--- src/rtl/wfts_pkg.sv ---
// ----------------------------------------------------------------------------
// wfts_pkg
// Shared types and constants of the weighted fair thread scheduler.
// ----------------------------------------------------------------------------
`default_nettype none
package wfts_pkg;

   localparam int unsigned KEY_W      = 64;
   localparam int unsigned TIME_W     = 40;
   localparam int unsigned CNT_W      = 16;
   localparam int unsigned PRIO_W     = 6;
   localparam int unsigned WEIGHT_W   = 24;
   localparam int unsigned CMD_W      = 3;
   localparam int unsigned STATUS_W   = 3;
   localparam int unsigned IDX_W      = 4;
   localparam int unsigned TICKS_W    = 32;
   localparam int unsigned LIMIT_W    = 32;

   localparam logic [CMD_W-1:0] CMD_CREATE = 3'd0;
   localparam logic [CMD_W-1:0] CMD_YIELD  = 3'd1;
   localparam logic [CMD_W-1:0] CMD_SETPRI = 3'd2;
   localparam logic [CMD_W-1:0] CMD_BLOCK  = 3'd3;
   localparam logic [CMD_W-1:0] CMD_WAKE   = 3'd4;

   localparam logic [STATUS_W-1:0] ST_OK       = 3'd0;
   localparam logic [STATUS_W-1:0] ST_NO_SLOT  = 3'd1;
   localparam logic [STATUS_W-1:0] ST_BAD_PRIO = 3'd2;
   localparam logic [STATUS_W-1:0] ST_BAD_THR  = 3'd3;
   localparam logic [STATUS_W-1:0] ST_NONE_RUN = 3'd4;

   localparam logic [PRIO_W-1:0]  PRIO_DEFAULT = 6'd20;
   localparam logic [PRIO_W-1:0]  PRIO_MAX     = 6'd39;
   localparam logic [CNT_W-1:0]   COUNT_MAX    = 16'hFFFF;
   localparam logic [LIMIT_W-1:0] LIMIT_RESET  = 32'd2000000;

   // per-slot record held by one cell
   typedef struct packed {
      logic [KEY_W-1:0]  key;
      logic [PRIO_W-1:0] prio;
      logic              runnable;
      logic              used;
      logic [CNT_W-1:0]  yields;
      logic [TIME_W-1:0] run_time;
   } slot_type;

   function automatic logic [WEIGHT_W-1:0] weight_of(input logic [PRIO_W-1:0] p);
      logic [WEIGHT_W-1:0] w;
      unique case (p)
         6'd0:  w = 24'd10000000; 6'd1:  w = 24'd7943282; 6'd2:  w = 24'd6309573;
         6'd3:  w = 24'd5011872;  6'd4:  w = 24'd3981071; 6'd5:  w = 24'd3162277;
         6'd6:  w = 24'd2511886;  6'd7:  w = 24'd1995262; 6'd8:  w = 24'd1584893;
         6'd9:  w = 24'd1258925;  6'd10: w = 24'd1000000; 6'd11: w = 24'd794328;
         6'd12: w = 24'd630957;   6'd13: w = 24'd501187;  6'd14: w = 24'd398107;
         6'd15: w = 24'd316227;   6'd16: w = 24'd251188;  6'd17: w = 24'd199526;
         6'd18: w = 24'd158489;   6'd19: w = 24'd125892;  6'd20: w = 24'd100000;
         6'd21: w = 24'd79432;    6'd22: w = 24'd63095;   6'd23: w = 24'd50118;
         6'd24: w = 24'd39810;    6'd25: w = 24'd31622;   6'd26: w = 24'd25118;
         6'd27: w = 24'd19952;    6'd28: w = 24'd15848;   6'd29: w = 24'd12589;
         6'd30: w = 24'd10000;    6'd31: w = 24'd7943;    6'd32: w = 24'd6309;
         6'd33: w = 24'd5011;     6'd34: w = 24'd3981;    6'd35: w = 24'd3162;
         6'd36: w = 24'd2511;     6'd37: w = 24'd1995;    6'd38: w = 24'd1584;
         default: w = 24'd1258;
      endcase
      return w;
   endfunction

endpackage
`default_nettype wire

--- src/rtl/wfts_cell.sv ---
// ----------------------------------------------------------------------------
// wfts_cell
// One slot of the rotating thread table: holds a record and passes it on.
// ----------------------------------------------------------------------------
`default_nettype none
module wfts_cell (
   input  wire logic              clock,
   input  wire logic              reset,
   input  wire logic              shift,
   input  wfts_pkg::slot_type     reset_value,
   input  wfts_pkg::slot_type     slot_in,
   output wfts_pkg::slot_type     slot_out
);
   import wfts_pkg::*;

   slot_type slot_ff;

   always_ff @(posedge clock) begin
      if (reset) begin
         slot_ff <= reset_value;
      end else if (shift) begin
         slot_ff <= slot_in;
      end
   end

   assign slot_out = slot_ff;

endmodule
`default_nettype wire

--- config.mk ---
export PLATFORM = sky130hd
export DESIGN_NAME = wfts_cell
export DESIGN_NICKNAME = d
export VERILOG_FILES = /design/src/rtl/wfts_pkg.sv /design/src/rtl/wfts_cell.sv
export SDC_FILE = /design/constraint.sdc
export NUM_CORES = 1
export LEC_CHECK = 0
export ABC_AREA = 1
export BUFFER_PORTS_ARGS = -buffer_cell sky130_fd_sc_hd__clkbuf_2
export CORE_AREA = 3 3 150 152
export CTS_BUF_LIST = sky130_fd_sc_hd__clkbuf_16
export DETAILED_ROUTE_END_ITERATION = 10
export DIE_AREA = 0 0 153 155
export GPL_ROUTABILITY_DRIVEN = 0
export PLACE_DENSITY = 0.53
export SLEW_MARGIN = 20
export SYNTH_ARGS = -nofsm -noshare
export SYNTH_HDL_FRONTEND = slang
export SYNTH_SLANG_ARGS = --single-unit
--- constraint.sdc ---
create_clock -name clock -period 4.4 [get_ports clock]
set_input_delay 0.88 -clock clock [delete_from_list [all_inputs] [get_ports clock]]
set_output_delay 0.88 -clock clock [all_outputs]
set_load 0.01 [all_outputs]
==> reports/qor.yml <==
yosys:
  ys_seq_area_share_pct: 70.3
  netlist_instances: 542
  ys_types: 6
  yosysWarnings: 0
  syn_nets: 801
  ys_ff_latch: 128
  syn_area_um2: 5470
  syn_avg_cell_area_um2: 10.1
setup_path:
  path_cells: "buf_4, or2_4, buf_12"
  critPathSlowestCell: "buf_4"
  critPathMaxFanout: 128
  end_kind: "register"
  worstSetupPathType: "in2reg"
  cp_top_family: "buffers and inverters"
  cp.required_ps: 4430
  critPathBufInv: 2
  cpPeakStageDelay_ps: 500
  cp.depth: 3
  worstPathArrival_ps: 2270
  cp-start-kind: "input port"
global_route:
  grt_pass1_vias: 4978
  antenna_found_initial: 0
  grt_overflow: 0
  grt_max_degree: 129
  use_met2_pct: 25.1
  grt_use_met3_pct: 5.73
  track_usage_pct: 14.3
  grt_use_met1_pct: 15.8
  grt_busiest_layer: "met2"
  grt_pass1_wl_um: 26700
power_and_ir_drop:
  p_leak_nw: 4.38
  peakVddDrop_mv: 0.229
  power_density_nw_per_um2: 431
cts:
  ctsResizeCount: 0
  cts.sinks: 128
  cts_setup_buffers: 0
  htreeDepth: 4
  cts_buffers: 17
  clk_path_buf_depth: 2
  clk_pin_slew_ps: 60
  hold_buffers: 0
  cts_tree: "yes"
  cts_root_buffer: "clkbuf_16"
finish:
  largest_reg_flops: 128
  layout_common_cells: "clkbuf_2 (385), nand2_1 (384), edfxtp_1 (128), clkbuf_16 (17), bufinv_16 (5)"
  n_antenna_cell: 0
  area_growth_pct: 50.8
  layout.nets: 1180
  drive_gt1_share_pct: 44.9
  final_common_cell: "clkbuf_2"
floorplan:
  chipWidth_um: 153
  core_area_um2: 21200
  rows: 53
  initial_core_util_pct: 25.9
  die_area_um2: 23700
  io_pins: 387
  die_height_um: 155
timing:
  hold_ws_ps: 734
  worst_pin_slew_ps: 1020
  fmax_mhz: 447
  rsz0062_at_grt: "false"
  tns_ps: 0
  period_share_pct: 50.9
  setup_violations: 0
  hold_violations: 0
  slew_viol_final: 0
  layout_min_cycle_time_ps: 2240
  relSlewSlack_pct: 31.9
placed_design:
  portBuffers: 386
  dp.final_hpwl_um: 13000
drt:
  drtIter0Drc: 377
  drt.antenna.violating_nets: 0
  drt_wl_total_um: 17400
  drcViolationCount: 0
  wl_per_cell_um: 14.4
  via_per_inst: 4.08
  firstDrtPassIters: 4
  vias: 4931
run_status:
  status: "completed"
min_path:
  worstHoldPathCells: 3
  hp-class: "in2reg"
job:
  maxCapViolCount: 0
-- final cells by class --
| class | instances | area (um^2) |
|---|---|---|
| Clock buffer | 17 | 425 |
| Clock inverter | 14 | 216 |
| Fill cell | 2177 | 12900 |
| Inverter | 1 | 8.76 |
| Multi-Input combinational cell | 385 | 1450 |
| Sequential cell | 128 | 3840 |
| Tap cell | 275 | 344 |
| Timing Repair Buffer | 388 | 1960 |
-- logic make-up after synthesis --
group	after synthesis	share of synthesized area (%)
simple gates	385	26.5
buf+inv	29	3.27
flops	128	70.3
-- path summary, 6_finish.rpt --
check / start / end / slack (ps)
hold / removal: slot_in[113] / slot_out[113] / 730
setup / recovery: reset / slot_out[42] / 2160
-- cell usage after synthesis --
library cell | count | share of area (%)
buf_2 | 14 | 1.3
buf_4 | 14 | 1.9
edfxtp_1 | 128 | 70
inv_2 | 1 | 0.069
nand2_1 | 384 | 26
or2_2 | 1 | 0.11
-- worst min-delay path, delay by kind of cell --
kind | cells | cell delay (ps)
simple gates | 2 | 80
buf+inv | 1 | 80
-- per-stage QoR --
step | area, um^2 | std cells | util (%) | worst slack (ps) | power, W
final | 8250 | 1208 | 39.0 | 2160 | 0.00356
after global placement | 7610 | 1177 | 36.0 | 1650 | 0.00206
after detailed placement | 7610 | 1177 | 36.0 | 1720 | 0.00206
after CTS | 8250 | 1208 | 39.0 | 2160 | 0.00362
after global routing | 8250 | 1208 | 39.0 | 2080 | 0.00373
after floorplan | 5470 | 542 | - | 1370 | 0.00177
-- metal layers --
metal / share of wire, % / routed length [um]
met5: 0 / 0
met3: 10 / 1760
met2: 51 / 8840
met4: 1.8 / 321
met1: 37 / 6520
-- report_power, final --
group | switching [W] | internal (W)
clock | 0.000533 | 0.00100
sequential | 0.0000379 | 0.00150
combinational | 0.000276 | 0.000208
total | 0.000847 | 0.00271
No activity file was read; power rests on OpenSTA's default activity.
